===== src/poct_pkg.sv =====
package poct_pkg;

    localparam logic [1:0] ACT_CLAIM   = 2'd0;
    localparam logic [1:0] ACT_QUERY   = 2'd1;
    localparam logic [1:0] ACT_RESOLVE = 2'd2;
    localparam logic [1:0] ACT_CLEAR   = 2'd3;

    localparam logic [2:0] ST_NEW            = 3'd0;
    localparam logic [2:0] ST_SHARED         = 3'd1;
    localparam logic [2:0] ST_REJECT         = 3'd2;
    localparam logic [2:0] ST_FATAL_CONFLICT = 3'd3;
    localparam logic [2:0] ST_FATAL_FULL     = 3'd4;
    localparam logic [2:0] ST_SKIPPED        = 3'd5;
    localparam logic [2:0] ST_HALTED         = 3'd6;
    localparam logic [2:0] ST_DONE           = 3'd7;

    localparam logic [7:0] PIN_EMPTY     = 8'd255;
    localparam logic [7:0] BATCH_MAX     = 8'd255;
    localparam logic [5:0] LIMIT_RESET   = 6'd32;

    typedef struct packed {
        logic [1:0] action;
        logic [7:0] pin;
        logic [4:0] owner;
        logic       critical;
        logic       shared;
        logic       batch_last;
    } req_t;

    typedef struct packed {
        logic [2:0] status;
        logic [4:0] found_owner;
        logic [7:0] resolved_pin;
        logic [7:0] batch_granted;
        logic [5:0] fill_level;
    } rsp_t;

    typedef struct packed {
        logic [7:0] pin;
        logic [4:0] owner;
        logic       shared;
    } entry_t;

endpackage


===== src/poct_ram.sv =====
module poct_ram #(
    parameter int WIDTH = 14,
    parameter int DEPTH = 32,
    localparam int AW = (DEPTH > 1) ? $clog2(DEPTH) : 1
) (
    input  logic             aclk,
    input  logic             we,
    input  logic [AW-1:0]    waddr,
    input  logic [WIDTH-1:0] wdata,
    input  logic [AW-1:0]    raddr,
    output logic [WIDTH-1:0] rdata
);

    logic [WIDTH-1:0] mem [DEPTH];
    logic [WIDTH-1:0] rdata_reg;

    always_ff @(posedge aclk) begin
        if (we) begin
            mem[waddr] <= wdata;
        end
        rdata_reg <= mem[raddr];
    end

    assign rdata = rdata_reg;

endmodule


===== src/pin_ownership_claim_table_core.sv =====
// Pin ownership claim table.
// Requests enter on s_valid/s_ready with a poct_pkg::req_t payload (claim,
// owner query, resolve for owner, clear). Each request yields exactly one
// response on m_valid/m_ready with a poct_pkg::rsp_t payload. The usable
// table size is written through cfg_valid/cfg_ready/cfg_data (always ready);
// write it only while no request is in flight.
// Scan: a claim, query or resolve scans the recorded entries through the
// entry RAM, one entry per cycle, stopping at the first hit. Each entry is
// compared once its registered RAM read returns; the result then waits in
// S_PUSH until the output register is free. Skipped claims, clears and
// requests seen while halted skip the scan and go straight to S_PUSH. One
// request is worked on at a time; the next is taken once the previous
// response sits in the output register.
// Reset (aresetn low, synchronous) empties the table, clears the halt flag
// and the batch count, and sets the limit to 32. The RAM contents are not
// cleared; only entries below the fill count are ever compared.
// A stalled receiver holds the response in the output register; one further
// response may be finished and parked before s_ready stays low.
module pin_ownership_claim_table_core #(
    parameter int MAX_ENTRIES = 32
) (
    input  logic           aclk,
    input  logic           aresetn,

    input  logic           s_valid,
    output logic           s_ready,
    input  poct_pkg::req_t s_data,

    output logic           m_valid,
    input  logic           m_ready,
    output poct_pkg::rsp_t m_data,

    input  logic           cfg_valid,
    output logic           cfg_ready,
    input  logic [5:0]     cfg_data
);

    localparam int AW    = (MAX_ENTRIES > 1) ? $clog2(MAX_ENTRIES) : 1;
    localparam int CNT_W = $clog2(MAX_ENTRIES + 1);
    localparam int CMP_W = (CNT_W > 6) ? CNT_W : 6;
    localparam int EW    = $bits(poct_pkg::entry_t);

    typedef enum logic [1:0] {
        S_IDLE,
        S_SCAN,
        S_PUSH
    } state_t;

    state_t           state_reg, state_next;
    poct_pkg::req_t   req_reg, req_next;
    poct_pkg::rsp_t   res_reg, res_next;
    poct_pkg::rsp_t   m_data_reg, m_data_next;
    logic             m_valid_reg, m_valid_next;
    logic [CNT_W-1:0] idx_reg, idx_next;
    logic             rd_pend_reg, rd_pend_next;
    logic [CNT_W-1:0] fill_reg, fill_next;
    logic             halted_reg, halted_next;
    logic [7:0]       batch_reg, batch_next;
    logic [5:0]       limit_reg, limit_next;

    logic             ram_we;
    logic [AW-1:0]    ram_waddr;
    logic [AW-1:0]    ram_raddr;
    logic [EW-1:0]    ram_wdata;
    logic [EW-1:0]    ram_rdata;
    poct_pkg::entry_t entry;
    poct_pkg::entry_t new_entry;

    logic             hit;
    logic             table_full;
    logic             granted;
    logic [7:0]       batch_upd;

    poct_ram #(
        .WIDTH (EW),
        .DEPTH (MAX_ENTRIES)
    ) u_entry_ram (
        .aclk  (aclk),
        .we    (ram_we),
        .waddr (ram_waddr),
        .wdata (ram_wdata),
        .raddr (ram_raddr),
        .rdata (ram_rdata)
    );

    assign s_ready   = (state_reg == S_IDLE);
    assign m_valid   = m_valid_reg;
    assign m_data    = m_data_reg;
    assign cfg_ready = 1'b1;

    assign entry     = poct_pkg::entry_t'(ram_rdata);
    assign new_entry = '{pin: req_reg.pin, owner: req_reg.owner, shared: req_reg.shared};
    assign ram_wdata = new_entry;
    assign ram_waddr = fill_reg[AW-1:0];
    assign ram_raddr = idx_reg[AW-1:0];

    // Compare the entry returned for the previous read; resolve also needs the owner.
    assign hit = rd_pend_reg && (entry.pin == req_reg.pin) &&
                 ((req_reg.action != poct_pkg::ACT_RESOLVE) || (entry.owner == req_reg.owner));

    // Full when at the configured limit or at the physical depth.
    assign table_full = (CMP_W'(fill_reg) >= CMP_W'(limit_reg)) ||
                        (fill_reg >= CNT_W'(MAX_ENTRIES));

    always_comb begin
        state_next   = state_reg;
        req_next     = req_reg;
        res_next     = res_reg;
        m_data_next  = m_data_reg;
        m_valid_next = m_valid_reg;
        idx_next     = idx_reg;
        rd_pend_next = rd_pend_reg;
        fill_next    = fill_reg;
        halted_next  = halted_reg;
        batch_next   = batch_reg;
        limit_next   = limit_reg;
        ram_we       = 1'b0;
        granted      = 1'b0;
        batch_upd    = batch_reg;

        if (cfg_valid && cfg_ready) begin
            limit_next = cfg_data;
        end

        // Drop the response once taken.
        if (m_valid_reg && m_ready) begin
            m_valid_next = 1'b0;
        end

        case (state_reg)
            S_IDLE: begin
                if (s_valid) begin
                    req_next               = s_data;
                    res_next.status        = poct_pkg::ST_DONE;
                    res_next.found_owner   = '0;
                    res_next.resolved_pin  = poct_pkg::PIN_EMPTY;
                    res_next.batch_granted = batch_reg;
                    res_next.fill_level    = '0;
                    idx_next               = '0;
                    rd_pend_next           = 1'b0;
                    state_next             = S_PUSH;
                    if (halted_reg) begin
                        res_next.status = poct_pkg::ST_HALTED;
                    end else begin
                        case (s_data.action)
                            poct_pkg::ACT_CLAIM: begin
                                if (s_data.pin == poct_pkg::PIN_EMPTY) begin
                                    res_next.status = poct_pkg::ST_SKIPPED;
                                    if (s_data.batch_last) begin
                                        batch_next = '0;
                                    end
                                end else begin
                                    state_next = S_SCAN;
                                end
                            end
                            poct_pkg::ACT_QUERY, poct_pkg::ACT_RESOLVE: begin
                                state_next = S_SCAN;
                            end
                            poct_pkg::ACT_CLEAR: begin
                                fill_next = '0;
                            end
                            default: begin
                                state_next = S_PUSH;
                            end
                        endcase
                    end
                end
            end

            S_SCAN: begin
                if (!hit && (idx_reg < fill_reg)) begin
                    // Advance: issue the next read.
                    rd_pend_next = 1'b1;
                    idx_next     = idx_reg + 1'b1;
                end else begin
                    rd_pend_next = 1'b0;
                    state_next   = S_PUSH;
                    case (req_reg.action)
                        poct_pkg::ACT_CLAIM: begin
                            if (hit) begin
                                if ((entry.owner == req_reg.owner) && entry.shared &&
                                    req_reg.shared) begin
                                    res_next.status = poct_pkg::ST_SHARED;
                                    granted         = 1'b1;
                                end else if (req_reg.critical) begin
                                    res_next.status = poct_pkg::ST_FATAL_CONFLICT;
                                    halted_next     = 1'b1;
                                end else begin
                                    res_next.status = poct_pkg::ST_REJECT;
                                end
                            end else if (table_full) begin
                                res_next.status = poct_pkg::ST_FATAL_FULL;
                                halted_next     = 1'b1;
                            end else begin
                                ram_we          = 1'b1;
                                fill_next       = fill_reg + 1'b1;
                                res_next.status = poct_pkg::ST_NEW;
                                granted         = 1'b1;
                            end
                            if (granted && (batch_reg != poct_pkg::BATCH_MAX)) begin
                                batch_upd = batch_reg + 8'd1;
                            end
                            res_next.batch_granted = batch_upd;
                            batch_next = req_reg.batch_last ? '0 : batch_upd;
                        end
                        poct_pkg::ACT_QUERY: begin
                            if (hit) begin
                                res_next.found_owner = entry.owner;
                            end
                        end
                        poct_pkg::ACT_RESOLVE: begin
                            if (hit) begin
                                res_next.resolved_pin = req_reg.pin;
                            end
                        end
                        default: begin
                            state_next = S_PUSH;
                        end
                    endcase
                end
            end

            S_PUSH: begin
                // Hold until the output register is free.
                if (!m_valid_reg || m_ready) begin
                    m_data_next            = res_reg;
                    m_data_next.fill_level = 6'(fill_reg);
                    m_valid_next           = 1'b1;
                    state_next             = S_IDLE;
                end
            end

            default: begin
                state_next = S_IDLE;
            end
        endcase
    end

    always_ff @(posedge aclk) begin
        if (!aresetn) begin
            state_reg   <= S_IDLE;
            m_valid_reg <= 1'b0;
            rd_pend_reg <= 1'b0;
            idx_reg     <= '0;
            fill_reg    <= '0;
            halted_reg  <= 1'b0;
            batch_reg   <= '0;
            limit_reg   <= poct_pkg::LIMIT_RESET;
        end else begin
            state_reg   <= state_next;
            m_valid_reg <= m_valid_next;
            rd_pend_reg <= rd_pend_next;
            idx_reg     <= idx_next;
            fill_reg    <= fill_next;
            halted_reg  <= halted_next;
            batch_reg   <= batch_next;
            limit_reg   <= limit_next;
        end
        req_reg    <= req_next;
        res_reg    <= res_next;
        m_data_reg <= m_data_next;
    end

    // The table never records more entries than the RAM holds.
    a_fill_bound: assert property (@(posedge aclk) disable iff (!aresetn)
        fill_reg <= CNT_W'(MAX_ENTRIES))
        else $error("fill count beyond table depth");

    // An append only happens below the configured limit.
    a_append_room: assert property (@(posedge aclk) disable iff (!aresetn)
        ram_we |-> (CMP_W'(fill_reg) < CMP_W'(limit_reg)))
        else $error("append at or above table limit");

    // A fatal halt is sticky until reset.
    a_halt_sticky: assert property (@(posedge aclk) disable iff (!aresetn)
        halted_reg |=> halted_reg)
        else $error("halt flag released without reset");

    // The scan index never runs past the fill count.
    a_scan_bound: assert property (@(posedge aclk) disable iff (!aresetn)
        (state_reg == S_SCAN) |-> (idx_reg <= fill_reg))
        else $error("scan index beyond fill count");

endmodule


===== config.mk =====
export PLATFORM = sky130hd
export DESIGN_NAME = pin_ownership_claim_table_core
export DESIGN_NICKNAME = d
export VERILOG_FILES = /design/src/poct_pkg.sv /design/src/poct_ram.sv /design/src/pin_ownership_claim_table_core.sv
export SDC_FILE = /design/constraint.sdc
export NUM_CORES = 1
export LEC_CHECK = 0
export BUFFER_PORTS_ARGS = -buffer_cell sky130_fd_sc_hd__buf_2
export CORE_ASPECT_RATIO = 1.5
export CORE_MARGIN = 2
export CORE_UTILIZATION = 40
export CTS_CLUSTER_DIAMETER = 60
export DETAILED_ROUTE_END_ITERATION = 8
export PLACE_DENSITY = 0.67
export SYNTH_ARGS = -nofsm -noshare
export SYNTH_HDL_FRONTEND = slang
export SYNTH_SLANG_ARGS = --single-unit

===== constraint.sdc =====
create_clock -name aclk -period 5.1 [get_ports aclk]
set_input_delay 0.51 -clock aclk [delete_from_list [all_inputs] [get_ports aclk]]
set_output_delay 0.51 -clock aclk [all_outputs]
set_load 0.01 [all_outputs]

* Yosys cells after proc, flatten, opt, wreduce, memory -nomap -nowiden
Memories as Yosys holds them, arrays and structs flattened. A register that Yosys moved wholly into a read port is not among the register bits.
Cells that the tools add are included.
** Storage, ports and cells
- RAM bits :: 448
- Logic and storage cells :: 155
- Memories :: 1
- Bits in registers :: 103
- Input bits :: 29
** Cells by class
- Equality and inequality tests :: 29
- Reduce and logical (&&, ||, !) cells :: 29
- Multiplexer cells :: 66
- Order comparisons :: 3
- Bitwise gates (word level) :: 1
- Add/subtract/negate cells :: 3
** Memories
- u_entry_ram.mem :: words 32, bits a word 14, read ports 1, clocked after memory_dff 1, write ports 1, line poct_ram.sv:14 : logic [WIDTH-1:0] mem [DEPTH];
** Operators with widths (count)
- 8-bit two-way mux :: 12
- 6-bit two-way mux :: 9
- 24-bit case mux with 2 select lines :: 1
- 30-bit two-way mux :: 1
- 24-bit two-way mux :: 1
- 6-bit case mux with 2 select lines :: 2
- 1-bit two-way mux :: 22
- 2-bit != test, second input constant :: 11
- 2-bit two-way mux :: 9
- 8-bit case mux with 2 select lines :: 1
- 8-bit AND reduction :: 2
- 2-bit by 1-bit != test with 1-bit output, second input constant :: 7
- 6-bit by 1-bit adder with 6-bit output, second input constant :: 2
- 5-bit two-way mux :: 2
- 5-bit AND reduction :: 2
- 3-bit two-way mux :: 3
- 8-bit by 1-bit adder with 8-bit output, second input constant :: 1
- 2-bit == test, second input constant :: 4
- 8-bit == test :: 1
- 8-bit == test, second input constant :: 1
- 8-bit != test, second input constant :: 1
- 1-bit logical AND :: 7
- 2-bit by 1-bit == test with 1-bit output, second input constant :: 3
- 6-bit greater-or-equal comparator :: 1
- 16 further kinds :: 25

* Logic depth before layout (Yosys ltp)
Gate-level depths: netlist (run 1).
- Depth in word-level cells :: 14
- Gate-level depth with buffers :: 11

* Modules after synthesis
Synthesis (run 1) repeated with hierarchy kept, for this count alone.
** Unflattened totals
- Cell total of the unflattened synthesis :: 1372
- Area total of the unflattened synthesis :: 22552.9 µm²
** By module, submodules not included
- poct_ram :: instances 1, cells each 1006, area an instance 18011.0 µm²
- pin_ownership_claim_table_core :: instances 1, cells each 366, area an instance 4541.9 µm²

* Worst setup path after synthesis (run 1)
No wires, ideal clock.
- Path kind :: reg-to-reg
- From :: register fill_reg[0]
- To :: memory u_entry_ram.mem[13][0] (enable)
- Cell stages (with the launch flop) :: 9
- Path buffers :: 0
- Period minus slack after synthesis :: 3.085 ns
- Required time :: 4.716 ns
- Arrival time :: 2.701 ns
- Path slack :: 2.015 ns
- Cells stage by stage :: dfxtp_1 > inv_1 > ha_1 > nand2b_1 > a211oi_1 > o21ai_1 > nor4_1 > nand2_1 > nor2_1
** Between the ends
- Longest elaborated chain between the ends :: 9
- Elaborated cells on any way between the ends :: 12
- Classes of those cells :: order compare: 3; mux: 7; reduce/logical: 2
** Ends and longest elaborated chain
- from (decl) :: line pin_ownership_claim_table_core.sv:56 : logic [CNT_W-1:0] fill_reg, fill_next;
- from (signal assigned) :: line pin_ownership_claim_table_core.sv:254 : fill_reg <= fill_next;
- 6-bit greater-or-equal comparator (on tied branches) :: line pin_ownership_claim_table_core.sv:102, pin_ownership_claim_table_core.sv:103
- 1-bit logical OR :: line pin_ownership_claim_table_core.sv:102 : assign table_full = (CMP_W'(fill_reg) >= CMP_W'(limit_reg)) ||
- 1-bit two-way mux :: line pin_ownership_claim_table_core.sv:191 : end else if (table_full) begin
- 1-bit two-way mux :: line pin_ownership_claim_table_core.sv:180 : if (hit) begin
- 1-bit two-way mux :: line pin_ownership_claim_table_core.sv:178 : case (req_reg.action)
- 1-bit two-way mux :: line pin_ownership_claim_table_core.sv:171 : if (!hit && (idx_reg < fill_reg)) begin
- 1-bit two-way mux :: line pin_ownership_claim_table_core.sv:130 : case (state_reg)
- 1-bit two-way mux :: line poct_ram.sv:18 : if (we) begin
- 1-bit two-way mux (implied by the code) :: line poct_ram.sv:19 : mem[waddr] <= wdata;
- to (decl) :: line poct_ram.sv:14
Parallel ways exist; a longest one is shown, timed or not.

* Final worst setup path (run 1)
- From :: register req_reg, in the netlist new_entry[7]
- To :: memory u_entry_ram.mem[28][2] (enable)
** Between the ends
- Longest elaborated chain between the ends :: 9
- Elaborated cells on any way between the ends :: 11
- Classes of those cells :: eq/ne: 1; mux: 6; reduce/logical: 4
** Ends and longest elaborated chain
- from (decl) :: line pin_ownership_claim_table_core.sv:50 : poct_pkg::req_t req_reg, req_next;
- from (signal assigned) :: line pin_ownership_claim_table_core.sv:259 : req_reg <= req_next;
- 8-bit == test (*) :: line pin_ownership_claim_table_core.sv:98 : assign hit = rd_pend_reg && (entry.pin == req_reg.pin) &&
- 1-bit logical AND (*) (2 in series) :: line pin_ownership_claim_table_core.sv:98
- 1-bit two-way mux or 1-bit zero test (tied branches) :: line pin_ownership_claim_table_core.sv:180, pin_ownership_claim_table_core.sv:171
- 1-bit two-way mux or 1-bit logical AND (tied branches) :: line pin_ownership_claim_table_core.sv:178, pin_ownership_claim_table_core.sv:171
- 1-bit two-way mux (*) :: line pin_ownership_claim_table_core.sv:171
- 1-bit two-way mux (*) :: line pin_ownership_claim_table_core.sv:130
- 1-bit two-way mux (*) :: line poct_ram.sv:18
- 1-bit two-way mux (implied by the code) (*) :: line poct_ram.sv:19
Every way passes the cells marked *; elsewhere a longest branch is shown, timed or not.

==> flow_summary_export.csv, run 1 <==
group,metric,value,unit
outcome,status,"finished, final reports clean",
routing,route.detailed.drc,0,
cells_and_area,layout_common_cells,"edfxtp_1 (520), mux4_2 (140), nor2_1 (64)",
global_route,grt_antenna_before_repair,0,
clock_tree,cts_made_buffers,52,
synthesis,synthArstFlopShare,0,%
power_and_ir_drop,power_density,371,nW/um^2
worst_setup_path,critPathLaunchType,"flip-flop",
cells_and_area,layout.nets,1238,
synthesis,synth.avg_cell_area,20.5,sq um
cells_and_area,final_common_cell,"edfxtp_1",
worst_setup_path,critical_path_arrival,3.90,ns
cells_and_area,nFillCells,4515,
worst_setup_path,critical_path_required,5.38,ns
cells_and_area,largest_register_ffs,448,
sta,relSlewSlack,28.2,%
clock_tree,cts_buffer_depth,3,
synthesis,synth_top_area_share,71.3,%
cells_and_area,syn_to_final_growth,14.2,%
synthesis,synthCells,1070,
synthesis,synth.area.top_cells,"edfxtp_1 (71%), mux4_2 (14%), dfxtp_1 (4.1%)",
floorplanning,initial_core_util,40.3,%
cells_and_area,multiInputGateArea,5130,sq um
placement,io_buffers,60,
cells_and_area,area.sequential,16500,sq um
clock_tree,cts.sinks,565,
worst_setup_path,worst-setup-path-type,"reg -> reg",
clock_tree,clk_latency,0.58,ns
floorplanning,die_h,291,microns
global_route,grt_max_degree,79,
placement,gp_congestion,0.859,
sta,setup_viol,0,
sta,hold_violations,0,
routing,vias,10658,
job,maxCapViolations,0,
synthesis,synth_nets,1118,
routing,wire_per_inst,24.1,microns
power_and_ir_drop,power.leakage,7.81,nW
clock_tree,cts_resized,0,
synthesis,ys_seq_area_share,75.4,%
sta,min_period_over_period,71.0,%
synthesis,yosys.area.top_type,"edfxtp_1",
floorplanning,core_area,54400,sq um
synthesis,syn-cell-area,21900,sq um
floorplanning,ios,62,
floorplanning,die_width,195,microns
power_and_ir_drop,ir_worst_vdd,250,uV
synthesis,ys_ff_latch,565,
clock_tree,holdBufCountCts,0,
synthesis,yosysWarnings,0,
cells_and_area,antenna_cells,0,
clock_tree,cts_tree,"built",
routing,antenna_left,0,
clock_tree,cts_setup_buffers,0,
sta,worst_pin_slew,1.08,ns
routing,first_pass_iters,5,
placement,hpwl,28900,microns
worst_hold_path,hold_class,"in -> reg",
sta,finalSetupTns,0,ns
global_route,grt.total_usage,16.6,%
sta,fin_skew,0.0185,ns
worst_setup_path,critPathMaxFanout,34,
routing,routed_via_density,5.53,
synthesis,synth-main-ff-cell,"edfxtp_1",
global_route,grt_pass1_vias,11083,
sta,period_needed,3.62,ns
clock_tree,clock-root-buffer,"clkbuf_16",
power_and_ir_drop,p_total,0.00929,W
cells_and_area,drive_gt1_share,29.9,%
routing,routed_wl,46500,microns
floorplanning,num_rows,105,
synthesis,synth_edf_count,520,
worst_setup_path,worstSetupEndpointType,"flip-flop",
sta,drv_slew,0,
global_route,grt_pass1_wl,69800,microns
floorplanning,die_area,56700,sq um
routing,dr.first_iter.drc_count,907,
clock_tree,clk_pin_slew_worst_paths,0.06,ns
global_route,grt_overflow,0,
clock_tree,htreeDepth,2,
sta,fmax,276,MHz
sta,rsz0062_at_grt,"false",
synthesis,synth_cell_types,57,
==> cell usage after synthesis, types with 5 or more instances <==
cell type	number
xnor2_1	12
a31oi_1	6
nand2b_1	5
mux2i_1	9
or3_1	5
clkbuf_1	30
inv_1	21
and2_1	7
a21oi_1	16
ha_1	19
or2_2	8
nand3_1	15
nor2_1	64
o21ai_0	5
buf_2	8
xor2_1	11
mux4_2	140
nand4_1	14
dfxtp_1	45
buf_1	7
nand2_1	28
mux2_2	15
edfxtp_1	520
a21o_1	7
==> worst paths after layout <==
check                             startpoint                      to  slack (ns)  cells past startpoint
worst max register to register  new_entry[7]  u_entry_ram.mem[28][2]        1.48                      7
worst min-delay path               s_data[3]            new_entry[1]        0.11                      1
worst max-delay path            new_entry[7]  u_entry_ram.mem[28][2]        1.48                      7
worst min register to register   res_reg[22]              m_data[22]        0.41                      0
==> report_power, final <==
group	internal [W]	total [W]	leakage (nW)	switching (W)
Clock	0.00221	0.00388	0.823	0.00167
Sequential	0.00514	0.00518	5.05	0.0000400
Combinational	0.0000604	0.000233	1.94	0.000172
==> through the flow <==
step	instances	util (%)	setup slack [ns]	instance area [sq um]	hold slack [ns]
floorplan	1070	-	2.01	21900	0.400
global placement	1831	42.9	1.60	23300	0.403
detailed placement	1831	42.9	1.44	23300	0.405
CTS	1927	46.0	1.50	25000	0.0849
global route	1927	46.0	1.23	25000	0.0837
finish	1927	46.0	1.48	25000	0.109
==> worst max-delay path: stages, from the launching register on <==
cell and delay (ns):
edfxtp_1 1.06, xnor2_1 0.22, nand4_1 0.20, nor4b_4 0.09, nor4_1 0.62, nand2_1 0.37
nor2_1 0.48, buf_4 0.28
==> cell type report <==
| type | count | share of cell area [%] |
|---|---|---|
| clock buffer | 66 | 5.62 |
| clock inverter | 30 | 1.21 |
| inverter | 22 | 0.330 |
| multi-input combinational | 437 | 20.5 |
| sequential | 565 | 66.0 |
| tap | 695 | 3.48 |
| timing repair buffer | 112 | 2.81 |
==> layer usage <==
metal	vias to the layer above	share of wire, %	GRT usage [%]
li1	4614	-	-
met4	0	4.1	7.26
met2	374	54	30.6
met1	5570	37	19.1
met5	-	0	0
met3	100	4.8	2.30
==> logic make-up after synthesis <==
kind of cell,synth area share (%)
compound gates,2.26
xor+xnor,0.919
fa+ha+maj,1.08
buf+inv,1.23
flops,75.4
mux,15.6
other cells,0.0171
simple gates,3.51
(Power assumes the default switching activity.)
==> inputs of run 2 (changes only) <==
--- a/config.mk
+++ b/config.mk
@@ -11,7 +11,7 @@
 export CORE_UTILIZATION = 40
 export CTS_CLUSTER_DIAMETER = 60
 export DETAILED_ROUTE_END_ITERATION = 8
-export PLACE_DENSITY = 0.67
+export PLACE_DENSITY = 0.69
 export SYNTH_ARGS = -nofsm -noshare
 export SYNTH_HDL_FRONTEND = slang
 export SYNTH_SLANG_ARGS = --single-unit
==> constraint.sdc (replaced) <==
create_clock -name aclk -period 3.1 [get_ports aclk]
set_input_delay 0.31 -clock aclk [delete_from_list [all_inputs] [get_ports aclk]]
set_output_delay 0.31 -clock aclk [all_outputs]
set_load 0.01 [all_outputs]
==> run 2 against run 1 <==
Against the previous run:
- sequential power increased by 64%
- clock power increased by 72%
- clock-buffer cell count decreased by 4
- sequential share of layout area decreased by 1.6 points
- largest cell class unchanged
==> flow_summary_export.csv, run 2 (synthesis gave the netlist of run 1 again) <==
group,metric,value,unit
power_and_ir_drop,swShare,20.0,%
worst_setup_path,reg2reg_from,"fill_reg[4]",
sta,finalSetupTns,0,ns
worst_setup_path,worst-setup-path-type,"reg -> reg",
clock_tree,cts.sinks,565,
placement,io_buffers,60,
worst_setup_path,rr_endpoint,"u_entry_ram.mem[24][13]",
floorplanning,ios,62,
sta,worst_pin_slew,0.882,ns
clock_tree,cts_setup_buffers,0,
global_route,grt_max_degree,116,
routing,antenna_left,0,
worst_setup_path,critPathLaunchType,"flip-flop",
clock_tree,cts_tree,"built",
global_route,grt_pass1_wl,75200,microns
power_and_ir_drop,clkPwrFrac,42.6,%
power_and_ir_drop,p_comb_share,3.1,%
routing,vias,10853,
cells_and_area,antenna_cells,0,
worst_hold_path,hold_class,"in -> reg",
routing,routed_via_density,5.48,
cells_and_area,syn_to_final_growth,17.0,%
power_and_ir_drop,internal_power,0.0125,W
worst_setup_path,crit_path_top_delay_cell,"dfxtp_1",
floorplanning,die_width,195,microns
worst_hold_path,hold_depth,3,
sta,period_needed,2.93,ns
routing,dr.first_iter.drc_count,874,
clock_tree,htreeDepth,2,
worst_setup_path,critPathMaxFanout,14,
placement,hpwl,32600,microns
worst_setup_path,critical_path_arrival,3.19,ns
routing,route.detailed.drc,0,
routing,first_pass_iters,5,
placement,gp_congestion,0.873,
worst_setup_path,r2r_cells,10,
floorplanning,die_h,291,microns
worst_hold_path,hold_start,"m_ready",
power_and_ir_drop,ir_worst_vdd,438,uV
outcome,status,"finished, final reports clean",
worst_setup_path,crit_family,"buffers and inverters",
cells_and_area,largest_register_ffs,448,
clock_tree,clock-root-buffer,"clkbuf_16",
cells_and_area,layout_common_cells,"edfxtp_1 (520), mux4_2 (140), buf_4 (72)",
clock_tree,cts_buffer_depth,3,
job,maxCapViolations,0,
sta,hold_violations,0,
worst_setup_path,crit_path_max_incr_delay,0.49,ns
cells_and_area,nFillCells,4432,
sta,drv_slew,0,
power_and_ir_drop,power.leakage,8.12,nW
sta,relSlewSlack,41.2,%
power_and_ir_drop,power_frac_seq,54.3,%
cells_and_area,final_common_cell,"edfxtp_1",
global_route,grt.total_usage,18.2,%
cells_and_area,drive_gt1_share,30.7,%
global_route,grt_pass1_vias,11400,
power_and_ir_drop,power_density,610,nW/um^2
worst_setup_path,cp_num_buf_inv,3,
clock_tree,clk_pin_slew_worst_paths,0.06,ns
power_and_ir_drop,p_switching,0.00313,W
sta,setup_viol,0,
global_route,grt_antenna_before_repair,1,
worst_setup_path,rrSetupSlack,0.17,ns
routing,wire_per_inst,25.7,microns
global_route,grt_overflow,0,
floorplanning,num_rows,105,
routing,routed_wl,50900,microns
worst_setup_path,worstPathCellList,"ha_1, a21o_1, a211oi_1, o21ai_1, nor4_2, buf_4, nand2_1, buf_4, nor2_1, buf_4",
sta,rsz0062_at_grt,"false",
worst_setup_path,crit_start,"fill_reg[4]",
cells_and_area,layout.nets,1290,
sta,min_period_over_period,94.6,%
worst_setup_path,critical_path_required,3.36,ns
cells_and_area,fin_util,47.2,%
sta,fmax,341,MHz
floorplanning,die_area,56700,sq um
worst_setup_path,crit_top_cell,"buf_4",
floorplanning,core_area,54400,sq um
floorplanning,initial_core_util,40.3,%
clock_tree,cts_made_buffers,51,
worst_setup_path,worstSetupEndpointType,"flip-flop",
sta,fin_skew,0.0160,ns
worst_hold_path,min_to,"m_valid",
clock_tree,clk_latency,0.58,ns
[run 2: worst max path at each step]
stage	to	cells past startpoint	slack, ns
finish	u_entry_ram.mem[24][13]	10	0.17
global placement	u_entry_ram.mem[12][5]	11	0.24
floorplan	u_entry_ram.mem[13][0]	8	0.01
global route	u_entry_ram.mem[24][11]	10	0.02
CTS	u_entry_ram.mem[24][11]	10	0.13
detailed placement	u_entry_ram.mem[12][11]	10	0.18
[run 2: worst register-to-register path: stages, from the launching register on]
cell and delay (ns):
dfxtp_1 0.49, ha_1 0.31, a21o_1 0.19, a211oi_1 0.23, o21ai_1 0.15, nor4_2 0.37, buf_4 0.20, nand2_1 0.06
buf_4 0.20, nor2_1 0.17, buf_4 0.27
[run 2: power groups by stage]
stage,logic (W),clock network [W],registers [W]
after detailed placement,0.000472,0,0.00866
after CTS,0.000497,0.00676,0.00850
after global routing,0.000528,0.00705,0.00850
after floorplan,0.000145,0,0.00873
final,0.000488,0.00666,0.00850
after global placement,0.000455,0,0.00866
[run 2: stage by stage]
step	worst slack, ns	power, W	cell area, sq um	hold slack (ns)	instances
detailed placement	0.175	0.00914	23600	0.405	1860
floorplan	0.0147	0.00887	21900	0.400	1070
finish	0.168	0.0156	25700	0.0580	1980
CTS	0.134	0.0158	25600	0.0267	1980
global placement	0.235	0.00912	23600	0.404	1860
global route	0.0197	0.0161	25700	0.0869	1980
[run 2: repair_timing]
action | in CTS | in global routing
hold buffers | 24 | 0
resized for setup | 0 | 1
endpoints found under the setup margin | 0 | 237
hold endpoints to repair | 24 | 0
[run 2: layer usage]
| metal | vias up | global-route usage (%) | wire, microns |
|---|---|---|---|
| met2 | 400 | 33.4 | 27400 |
| met5 | - | 0 | 0 |
| met1 | 5628 | 20.7 | 18400 |
| li1 | 4717 | - | - |
| met4 | 0 | 9.25 | 2710 |
| met3 | 108 | 2.33 | 2450 |
[run 2: cell type report]
cell class,instances,area [sq um],share of cell area (%)
sequential,565,16500,64.4
timing repair buffer,165,1260,4.92
clock inverter,34,438,1.71
tap,695,870,3.39
inverter,22,82.6,0.322
multi-input combinational,437,5140,20.0
clock buffer,62,1340,5.22
==> inputs of run 3 (changes only) <==
==> constraint.sdc (replaced) <==
create_clock -name aclk -period 2.37 [get_ports aclk]
set_input_delay 0.237 -clock aclk [delete_from_list [all_inputs] [get_ports aclk]]
set_output_delay 0.237 -clock aclk [all_outputs]
set_load 0.01 [all_outputs]
==> run 3 against run 2 <==
Against the previous run:
- the run now ends with negative setup slack left
- sequential power up 31%
- setup slack worse by 0.32 ns
- fmax up 16%
- utilization up 2.9 points
- global-route usage down 1.5 points
- critical endpoint is now u_entry_ram.mem[27][1]
==> flow_summary_export.csv, run 3 (synthesis gave the netlist of run 1 again) <==
group,metric,value,unit
placement,dpl_cell_area,24700,sq um
outcome,status,"finished with violations",
floorplanning,die_area,56700,sq um
clock_tree,htreeDepth,2,
worst_setup_path,crit_path_top_delay_cell,"dfxtp_2",
power_and_ir_drop,p_comb_share,3.6,%
floorplanning,num_rows,105,
worst_setup_path,critPathLaunchType,"flip-flop",
worst_setup_path,endpoint,"u_entry_ram.mem[27][1]",
global_route,grt_max_degree,73,
sta,fin_skew,0.0205,ns
power_and_ir_drop,ir_worst_vdd,424,uV
cells_and_area,drive_gt1_share,40.0,%
sta,setup_viol,443,
sta,relSlewSlack,53.0,%
worst_setup_path,rr_endpoint,"u_entry_ram.mem[27][1]",
routing,routed_wl,47200,microns
clock_tree,clock-root-buffer,"clkbuf_16",
sta,worst_pin_slew,0.705,ns
placement,pre_cts_slack,-0.121,ns
floorplanning,die_width,195,microns
sta,fmax,396,MHz
cells_and_area,largest_register_ffs,448,
power_and_ir_drop,p_switching,0.00398,W
floorplanning,die_h,291,microns
cells_and_area,nFillCells,4301,
cells_and_area,layout_common_cells,"edfxtp_1 (520), mux4_2 (140), buf_4 (73)",
clock_tree,cts_tree,"built",
worst_hold_path,hold_depth,3,
sta,hold_violations,0,
sta,drv_slew,0,
routing,route.detailed.drc,0,
clock_tree,cts_buffer_depth,3,
cells_and_area,final_common_cell,"edfxtp_1",
routing,vias,10973,
power_and_ir_drop,clkPwrFrac,40.7,%
worst_setup_path,critPathMaxFanout,8,
routing,wire_per_inst,23.1,microns
cells_and_area,final_area,27200,sq um
floorplanning,initial_core_util,40.3,%
worst_setup_path,crit_start,"limit_reg[4]",
worst_setup_path,reg2reg_from,"limit_reg[4]",
cells_and_area,antenna_cells,0,
routing,antenna_left,0,
cells_and_area,area.sequential,16500,sq um
global_route,grt.total_usage,16.7,%
power_and_ir_drop,internal_power,0.0160,W
cells_and_area,fin_util,50.1,%
global_route,grt_pass1_wl,71200,microns
cells_and_area,syn_to_final_growth,24.2,%
worst_setup_path,worstSetupEndpointType,"flip-flop",
power_and_ir_drop,power_density,732,nW/um^2
worst_setup_path,crit_top_cell,"buf_6",
worst_setup_path,critical_path_required,2.66,ns
routing,routed_via_density,5.36,
power_and_ir_drop,swShare,19.9,%
worst_setup_path,rrSetupSlack,-0.15,ns
floorplanning,core_area,54400,sq um
floorplanning,ios,62,
global_route,grt_pass1_vias,11634,
clock_tree,clk_pin_slew_worst_paths,0.06,ns
placement,hpwl,30500,microns
global_route,grt_antenna_before_repair,0,
power_and_ir_drop,power.leakage,8.63,nW
sta,finalSetupTns,-25.59,ns
worst_setup_path,worst-setup-path-type,"reg -> reg",
power_and_ir_drop,p_total,0.0199,W
sta,rsz0062_at_grt,"true",
global_route,grt_overflow,0,
cells_and_area,layout.nets,1358,
worst_setup_path,r2r_cells,12,
clock_tree,cts.sinks,565,
routing,dr.first_iter.drc_count,932,
cells_and_area,multiInputGateArea,5750,sq um
clock_tree,clk_latency,0.58,ns
worst_setup_path,crit_path_max_incr_delay,0.34,ns
job,maxCapViolations,0,
routing,first_pass_iters,5,
worst_hold_path,hold_class,"in -> reg",
placement,gp_congestion,0.842,
sta,period_needed,2.52,ns
outcome,violations,"negative setup slack",
sta,layout_setup_ws,-0.154,ns
clock_tree,cts_made_buffers,51,
placement,io_buffers,60,
sta,min_period_over_period,106,%
power_and_ir_drop,power_frac_seq,55.7,%
worst_setup_path,critical_path_arrival,2.82,ns
worst_setup_path,worstPathCellList,"inv_2, ha_4, a21o_1, a211oi_2, o21ai_2, nor4_4, buf_6, buf_12, nand2_8, nor2_4, buf_6, buf_16",
[run 3: how the worst min path moves through the flow]
| stage | startpoint | endpoint | slack, ns |
|---|---|---|---|
| after CTS | cfg_valid | limit_reg[3] | 0.02 |
| after detailed placement | res_reg[19] | m_data[19] | 0.41 |
| after global placement | res_reg[28] | m_data[28] | 0.40 |
| final | cfg_valid | limit_reg[0] | 0.06 |
| after global routing | cfg_valid | limit_reg[0] | 0.06 |
| after floorplan | s_data[1] | new_entry[0] | 0.34 |
[run 3: final cells by class]
class                           count  area share, %
Sequential cell                   565           60.7
Multi-Input combinational cell    437           21.1
Timing Repair Buffer              233           8.58
Clock buffer                       63           4.89
Tap cell                          695           3.19
Clock inverter                     31           1.16
Inverter                           22          0.303
[run 3: stage by stage]
| stage | std cells | hold slack (ns) |
|---|---|---|
| 2_1_floorplan | 1070 | 0.336 |
| 3_3_place_gp | 1902 | 0.402 |
| 3_5_place_dp | 1902 | 0.406 |
| 4_1_cts | 2039 | 0.0207 |
| 5_1_grt | 2046 | 0.0634 |
| 6_report | 2046 | 0.0633 |
[run 3: power by group through the flow]
stage	clock network, W	logic, W	registers [W]
after global placement	0	0.000612	0.0113
final	0.00811	0.000718	0.0111
after global routing	0.00863	0.000775	0.0111
after floorplan	0	0.000205	0.0114
after detailed placement	0	0.000635	0.0113
after CTS	0.00830	0.000696	0.0111
[run 3: what timing repair did]
action                     CTS  global route
setup buffers               13            11
cloned                       2             0
pin swaps                   14            26
hold buffers                28             0
hold endpoints to repair    26             0
gates resized for setup     37            43
setup endpoints to repair  468           492
[run 3: worst max-delay path: cells and delay by family, from the launching register on]
kind,cells,cell delay (ns)
AOI/OAI and AO/OA,3,0.47
adders and majority gates,1,0.23
buffers and inverters,5,0.61
DFF,1,0.34
and+or+nand+nor,3,0.60
[run 3: routing by layer]
| metal | wire length [microns] | share of wire (%) | vias to the layer above | track usage, % |
|---|---|---|---|---|
| li1 | - | - | 4855 | - |
| met1 | 17300 | 37 | 5697 | 19.5 |
| met2 | 26400 | 56 | 336 | 31.4 |
| met3 | 1980 | 4.2 | 85 | 1.93 |
| met4 | 1510 | 3.2 | 0 | 6.05 |
| met5 | 0 | 0 | - | 0 |
